==> src/design/pwfr_pkg.sv <==
// Package for the pulse-width frame receiver.
// Holds result event codes, register indexes and reset values of the settings.
// No dependencies.
package pwfr_pkg;

  // Result event codes
  localparam logic [1:0] EV_BYTE      = 2'd0;
  localparam logic [1:0] EV_FRAME_END = 2'd1;
  localparam logic [1:0] EV_FRAME_ERR = 2'd2;

  // Configuration register indexes
  localparam logic [1:0] REG_ZERO_BIT_MIN_LOW = 2'd0;
  localparam logic [1:0] REG_SYNC_LOW_ABOVE   = 2'd1;
  localparam logic [1:0] REG_SYNC_LOW_BELOW   = 2'd2;
  localparam logic [1:0] REG_END_GAP_TICKS    = 2'd3;

  // Reset values of the configuration registers
  localparam logic [7:0] ZERO_BIT_MIN_LOW_RST = 8'd3;
  localparam logic [7:0] SYNC_LOW_ABOVE_RST   = 8'd25;
  localparam logic [7:0] SYNC_LOW_BELOW_RST   = 8'd45;
  localparam logic [7:0] END_GAP_TICKS_RST    = 8'd40;

  // Saturation limit of the run and byte counters
  localparam logic [7:0] COUNT_MAX = 8'hFF;

  typedef logic [1:0] event_kind_t;

endpackage

==> src/design/pulse_width_frame_receiver.sv <==
// Top level of the pulse-width single-wire frame receiver.
// Depends on pwfr_pkg.
//
// Usage: each input transfer on in_* is one sample tick of the line
// (in_line_level). The block measures low periods between edges. Outside a
// frame, a low period strictly between sync_low_above and sync_low_below
// opens a frame; inside it every low period is a bit (short = 1, long = 0),
// shifted in LSB first. Each completed byte is reported as a transfer on
// out_* with kind byte; a high gap of end_gap_ticks closes the frame with a
// frame end (byte aligned and non-empty) or a frame error.
// A result is registered and shows on out_* in the cycle after the sample that causes it.
// Throughput: one sample per cycle; all decode logic sits between the state
// registers and the single output register. in_ready stays high while the
// output register is empty or being taken, so a stalled receiver holds
// in_ready low only while a result is waiting.
// Configuration: cfg_we writes cfg_data into register cfg_index at once.
// Reset (synchronous, rst_n low) clears the line state, drops out_valid and
// restores the register defaults 3, 25, 45 and 40.
module pulse_width_frame_receiver (
  input  logic       clk,
  input  logic       rst_n,
  // sample input
  input  logic       in_valid,
  output logic       in_ready,
  input  logic       in_line_level,
  // results
  output logic       out_valid,
  input  logic       out_ready,
  output logic [1:0] out_event_kind,
  output logic [7:0] out_byte_value,
  output logic [7:0] out_byte_total,
  // configuration
  input  logic       cfg_we,
  input  logic [1:0] cfg_index,
  input  logic [7:0] cfg_data
);

  // Configuration registers
  logic [7:0] zero_bit_min_low_r;
  logic [7:0] sync_low_above_r;
  logic [7:0] sync_low_below_r;
  logic [7:0] end_gap_ticks_r;

  // Line state
  logic       prev_level_r, prev_level_nxt;
  logic [7:0] run_count_r, run_count_nxt;
  logic [2:0] bit_index_r, bit_index_nxt;
  logic [7:0] byte_index_r, byte_index_nxt;
  logic [7:0] shift_byte_r, shift_byte_nxt;
  logic       in_frame_r, in_frame_nxt;
  logic       armed_r, armed_nxt;

  // Output register
  logic                  out_valid_r, out_valid_nxt;
  pwfr_pkg::event_kind_t out_kind_r, out_kind_nxt;
  logic [7:0]            out_value_r, out_value_nxt;
  logic [7:0]            out_total_r, out_total_nxt;

  logic       in_xfer;
  logic       emit;
  logic [7:0] run_inc;
  logic [7:0] byte_inc;
  logic       bit_val;

  assign in_ready = !out_valid_r || out_ready;
  assign in_xfer  = in_valid && in_ready;

  assign run_inc  = (run_count_r  == pwfr_pkg::COUNT_MAX) ? run_count_r  : run_count_r + 8'd1;
  assign byte_inc = (byte_index_r == pwfr_pkg::COUNT_MAX) ? byte_index_r : byte_index_r + 8'd1;
  assign bit_val  = (run_count_r < zero_bit_min_low_r);

  // Per-sample decode
  always_comb begin
    prev_level_nxt = prev_level_r;
    run_count_nxt  = run_count_r;
    bit_index_nxt  = bit_index_r;
    byte_index_nxt = byte_index_r;
    shift_byte_nxt = shift_byte_r;
    in_frame_nxt   = in_frame_r;
    armed_nxt      = armed_r;
    emit           = 1'b0;
    out_kind_nxt   = pwfr_pkg::EV_BYTE;
    out_value_nxt  = 8'd0;
    out_total_nxt  = 8'd0;

    if (!in_line_level) begin
      // low sample: restart on falling edge, else count
      if (prev_level_r) begin
        prev_level_nxt = 1'b0;
        run_count_nxt  = 8'd0;
      end else begin
        run_count_nxt = run_inc;
      end
    end else if (!prev_level_r) begin
      // rising edge: run_count_r is the low length
      prev_level_nxt = 1'b1;
      run_count_nxt  = 8'd0;
      if (in_frame_r) begin
        shift_byte_nxt = {bit_val, shift_byte_r[7:1]};
        bit_index_nxt  = bit_index_r + 3'd1;
        if (bit_index_r == 3'd7) begin
          byte_index_nxt = byte_inc;
          emit           = 1'b1;
          out_kind_nxt   = pwfr_pkg::EV_BYTE;
          out_value_nxt  = {bit_val, shift_byte_r[7:1]};
          out_total_nxt  = byte_inc;
        end
      end else if (run_count_r > sync_low_above_r && run_count_r < sync_low_below_r) begin
        in_frame_nxt = 1'b1;
        armed_nxt    = 1'b1;
      end
    end else begin
      // high run: look for the end gap
      run_count_nxt = run_inc;
      if (armed_r && run_inc >= end_gap_ticks_r) begin
        emit           = 1'b1;
        out_total_nxt  = byte_index_r;
        byte_index_nxt = 8'd0;
        in_frame_nxt   = 1'b0;
        armed_nxt      = 1'b0;
        if (bit_index_r == 3'd0 && byte_index_r != 8'd0) begin
          out_kind_nxt = pwfr_pkg::EV_FRAME_END;
        end else begin
          out_kind_nxt  = pwfr_pkg::EV_FRAME_ERR;
          run_count_nxt = 8'd0;
          bit_index_nxt = 3'd0;
        end
      end
    end
  end

  // Output valid: a new sample only enters when the register frees up
  always_comb begin
    if (in_xfer) begin
      out_valid_nxt = emit;
    end else begin
      out_valid_nxt = out_valid_r && !out_ready;
    end
  end

  // Line state registers
  always_ff @(posedge clk) begin
    if (!rst_n) begin
      prev_level_r <= 1'b0;
      run_count_r  <= 8'd0;
      bit_index_r  <= 3'd0;
      byte_index_r <= 8'd0;
      shift_byte_r <= 8'd0;
      in_frame_r   <= 1'b0;
      armed_r      <= 1'b0;
      out_valid_r  <= 1'b0;
    end else begin
      out_valid_r <= out_valid_nxt;
      if (in_xfer) begin
        prev_level_r <= prev_level_nxt;
        run_count_r  <= run_count_nxt;
        bit_index_r  <= bit_index_nxt;
        byte_index_r <= byte_index_nxt;
        shift_byte_r <= shift_byte_nxt;
        in_frame_r   <= in_frame_nxt;
        armed_r      <= armed_nxt;
      end
    end
  end

  // Result payload, loaded with each new result
  always_ff @(posedge clk) begin
    if (in_xfer && emit) begin
      out_kind_r  <= out_kind_nxt;
      out_value_r <= out_value_nxt;
      out_total_r <= out_total_nxt;
    end
  end

  // Configuration registers
  always_ff @(posedge clk) begin
    if (!rst_n) begin
      zero_bit_min_low_r <= pwfr_pkg::ZERO_BIT_MIN_LOW_RST;
      sync_low_above_r   <= pwfr_pkg::SYNC_LOW_ABOVE_RST;
      sync_low_below_r   <= pwfr_pkg::SYNC_LOW_BELOW_RST;
      end_gap_ticks_r    <= pwfr_pkg::END_GAP_TICKS_RST;
    end else if (cfg_we) begin
      case (cfg_index)
        pwfr_pkg::REG_ZERO_BIT_MIN_LOW: zero_bit_min_low_r <= cfg_data;
        pwfr_pkg::REG_SYNC_LOW_ABOVE:   sync_low_above_r   <= cfg_data;
        pwfr_pkg::REG_SYNC_LOW_BELOW:   sync_low_below_r   <= cfg_data;
        pwfr_pkg::REG_END_GAP_TICKS:    end_gap_ticks_r    <= cfg_data;
        default: ;
      endcase
    end
  end

  assign out_valid      = out_valid_r;
  assign out_event_kind = out_kind_r;
  assign out_byte_value = out_value_r;
  assign out_byte_total = out_total_r;

endmodule

==> config.mk <==
export PLATFORM = sky130hd
export DESIGN_NAME = pulse_width_frame_receiver
export DESIGN_NICKNAME = d
export VERILOG_FILES = /design/src/design/pwfr_pkg.sv /design/src/design/pulse_width_frame_receiver.sv
export SDC_FILE = /design/constraint.sdc
export NUM_CORES = 1
export LEC_CHECK = 0
export BUFFER_PORTS_ARGS = -buffer_cell sky130_fd_sc_hd__buf_4
export CORE_MARGIN = 2
export CORE_UTILIZATION = 40
export DETAILED_ROUTE_END_ITERATION = 8
export PLACE_DENSITY = 0.7
export SYNTH_ARGS = -nofsm -noshare
export SYNTH_HDL_FRONTEND = slang
export SYNTH_SLANG_ARGS = --single-unit
==> constraint.sdc <==
create_clock -name clk -period 2.65 [get_ports clk]
set_input_delay 0.53 -clock clk [delete_from_list [all_inputs] [get_ports clk]]
set_output_delay 0.53 -clock clk [all_outputs]
set_load 0.03 [all_outputs]
==> flow_metrics.env <==
export IMPL_diodes=0
export IMPL_synth_ff_type="dfxtp_1"
export IMPL_floorplan_initialDensity_pct=41.1
export IMPL_min_path_type="primary input to flop"
export IMPL_port_buffers=35
export IMPL_slew_limit_headroom_pct=49.3
export IMPL_hold_violations=0
export IMPL_clk_latency_ps=350
export IMPL_start_kind="flop"
export IMPL_instances_no_fill=700
export IMPL_power_leakage_uw=0.00221
export IMPL_ys_types=50
export IMPL_cts_sinks=80
export IMPL_coreArea_um2=10300
export IMPL_final_common_cell="nand2_1"
export IMPL_multiInputGateArea_um2=2600
export IMPL_setup_ws_ps=-53.6
export IMPL_drt_first_pass_iters=4
export IMPL_die_w_um=107
export IMPL_grt_max_degree=39
export IMPL_drc=0
export IMPL_grt_use_total_pct=18.1
export IMPL_syn_nets=543
export IMPL_utilization_pct=52.9
export IMPL_status="complete, but fails checks"
export IMPL_path_class="flop to flop"
export IMPL_design_area_um2=5460
export IMPL_power_density_nw_per_um2=419
export IMPL_drt_initial_drc_count=158
export IMPL_fmax_mhz=370
export IMPL_arrival_ps=2820
export IMPL_max_stage_delay_ps=430
export IMPL_gp_congestion=0.905
export IMPL_fillers=929
export IMPL_syn_area_per_cell_um2=8.63
export IMPL_io_pins=36
export IMPL_cp_end_kind="flop"
export IMPL_max_slew_worst_pin_slew_ps=758
export IMPL_dpl_hpwl_mm=7.29
export IMPL_max_cap_violations=0
export IMPL_cp_required_ps=2760
export IMPL_path_clk_slew_ps=90
export IMPL_synthToLayoutAreaGrowth_pct=28.8
export IMPL_fin_crit_ps=2700
export IMPL_fin_worst_skew_ps=12.7
export IMPL_die_area_um2=11400
export IMPL_numCtsBuffers=9
export IMPL_nets=611
export IMPL_fp_row_count=37
export IMPL_cts_root_buf="clkbuf_8"
export IMPL_htree_levels=3
export IMPL_period_share_pct=102
export IMPL_netlist_area_um2=4240
export IMPL_viasPerCell=5.33
export IMPL_synth_seq_cells=80
export IMPL_slew_violations=0
export IMPL_hold_slack_ps=439
export IMPL_place_inst=674
export IMPL_failed_checks="setup timing"
export IMPL_yosysSeqAreaShare_pct=42.0
export IMPL_fp_dieH_um=107
export IMPL_path_cells="and4_4, and2_4, nand2_2, mux2_4, ha_4, a2111oi_4, o31ai_4, nand3_2, buf_6, nand2_1, a32o_1"
export IMPL_clk_path_buf_depth=2
export IMPL_grt_ovfl_total=0
export IMPL_synth_cells=491
export IMPL_setup_tns_final_ps=-196
export IMPL_drive_above_1_share_pct=26.8
export IMPL_finalSetupViolCount=16
export IMPL_dr_total_vias=3733
export IMPL_grt_antenna_before_repair=0
export IMPL_vdd_drop_max_uv=301
export IMPL_rsz0062_at_grt="yes"
export IMPL_grt_pass1_vias=3518
export IMPL_layout_common_cells="82 x nand2_1, 63 x buf_4, 56 x dfxtp_1"
export IMPL_ant_nets=0
export IMPL_grt_pass1_wl_mm=16.7
export IMPL_ys_warn_count=0
export IMPL_crit_fanout=4
export IMPL_placed_area_um2=4860
export IMPL_ff_latch_area_um2=1790
export IMPL_wl_per_cell_um=14.7
export IMPL_async_flop_share_pct=0
export IMPL_synth_edf_count=18
export IMPL_critPathSlowestCell="a2111oi_4"
export IMPL_cts_tree="built"
export IMPL_routed_wl_mm=10.3
## where the power goes
part           internal, µW  switching (µW)
Combinational          84.1             109
Sequential             1260            12.5
Clock                   352             474
## worst paths after layout
kind | from | endpoint | slack (ps) | depth (start not counted)
setup / recovery | run_count_r[3]$_SDFFE_PN0P_ | out_byte_total[1]$_SDFFCE_PN0P_ | -50 | 11
hold / removal | cfg_data[0] | sync_low_above_r[0]$_SDFFE_PN1P_ | 440 | 3
setup reg to reg | run_count_r[3]$_SDFFE_PN0P_ | out_byte_total[1]$_SDFFCE_PN0P_ | -50 | 11
hold reg to reg | sync_low_below_r[7]$_SDFFE_PN0P_ | sync_low_below_r[7]$_SDFFE_PN0P_ | 460 | 2
## critical path, delay by kind of cell (launching register included)
kind,cells,cell delay [ps]
mux,1,310
buf+inv,1,110
compound gates,3,800
fa+ha+maj,1,230
simple gates,5,670
flops,1,350
## flip-flops by register name (all words and copies together), names as in the netlist
signal and cells:
byte_index_r 8, end_gap_ticks_r 8, out_byte_total 8, out_byte_value 8
run_count_r 8, sync_low_above_r 8, sync_low_below_r 8, zero_bit_min_low_r 8
shift_byte_r 7, bit_index_r 3, out_event_kind 2, armed_r 1
in_frame_r 1, out_valid 1, prev_level_r 1
## area by class of cell
| cell class | count | area share, % |
|---|---|---|
| clock buffers | 9 | 2.27 |
| flip-flops and latches | 80 | 32.9 |
| clock inverters | 7 | 1.01 |
| multi-input cells | 357 | 47.5 |
| inverters | 39 | 2.68 |
| well taps | 136 | 3.12 |
| repair buffers | 72 | 10.5 |
## cells in the mapped netlist, types with 2 or more instances
| master | number | share of area, % |
|---|---|---|
| clkbuf_2 | 2 | 0.24 |
| xnor2_1 | 3 | 0.62 |
| nand2_1 | 85 | 7.5 |
| edfxtp_1 | 18 | 13 |
| a21o_1 | 12 | 2.1 |
| or2_2 | 3 | 0.44 |
| buf_2 | 2 | 0.24 |
| nor2_1 | 41 | 3.6 |
| ha_1 | 36 | 11 |
| a31oi_1 | 8 | 1.2 |
| a311oi_1 | 3 | 0.62 |
| o31ai_2 | 2 | 0.59 |
| a21oi_1 | 49 | 5.8 |
| a32o_1 | 3 | 0.71 |
| nor2b_1 | 3 | 0.44 |
| o211ai_1 | 11 | 1.9 |
| nand4_1 | 7 | 1.0 |
| and3_1 | 7 | 1.0 |
| nand2b_1 | 6 | 0.89 |
| a2111oi_4 | 2 | 1.3 |
| buf_1 | 2 | 0.18 |
| mux2i_1 | 3 | 0.71 |
| nand3_1 | 16 | 1.9 |
| o21ai_0 | 12 | 1.4 |
| a221oi_1 | 3 | 0.62 |
| and2_1 | 10 | 1.5 |
| clkbuf_1 | 10 | 0.89 |
| inv_1 | 39 | 3.5 |
| dfxtp_1 | 62 | 29 |
| o21a_1 | 2 | 0.35 |
| nor3_1 | 6 | 0.71 |
| a22o_1 | 5 | 1.0 |
## logic make-up (layout without fill, tap and decap cells)
family	count (synthesis)	in the layout	share of synthesized area [%]
compound gates	124	124	20.7
xor+xnor	3	3	0.620
fa+ha+maj	36	36	10.6
buf+inv	56	127	5.17
flops	80	80	42.0
mux	4	4	0.974
simple gates	188	190	19.9
## layer usage
metal	vias up	track usage, %	share of wire [%]
met5	-	0	0
met4	0	4.36	1.6
met3	21	3.71	4.4
met2	99	31.5	51
met1	1743	23.0	43
li1	1870	-	-
## timing repair
| action | in CTS | in global routing |
|---|---|---|
| gates resized for setup | 17 | 48 |
| hold buffers | 0 | 0 |
| pin swaps | 6 | 18 |
| buffers inserted | 2 | 6 |
| endpoints found under the setup margin | 49 | 49 |
| gates cloned | 2 | 0 |
## through the flow
step / total power [µW] / worst slack, ps
2_1_floorplan: 1410 / 0.737
3_3_place_gp: 1470 / -41.5
3_5_place_dp: 1470 / -133
4_1_cts: 2300 / 1.41
5_1_grt: 2390 / -178
6_report: 2290 / -53.6
Note: power is estimated with default switching activity, not from simulation.
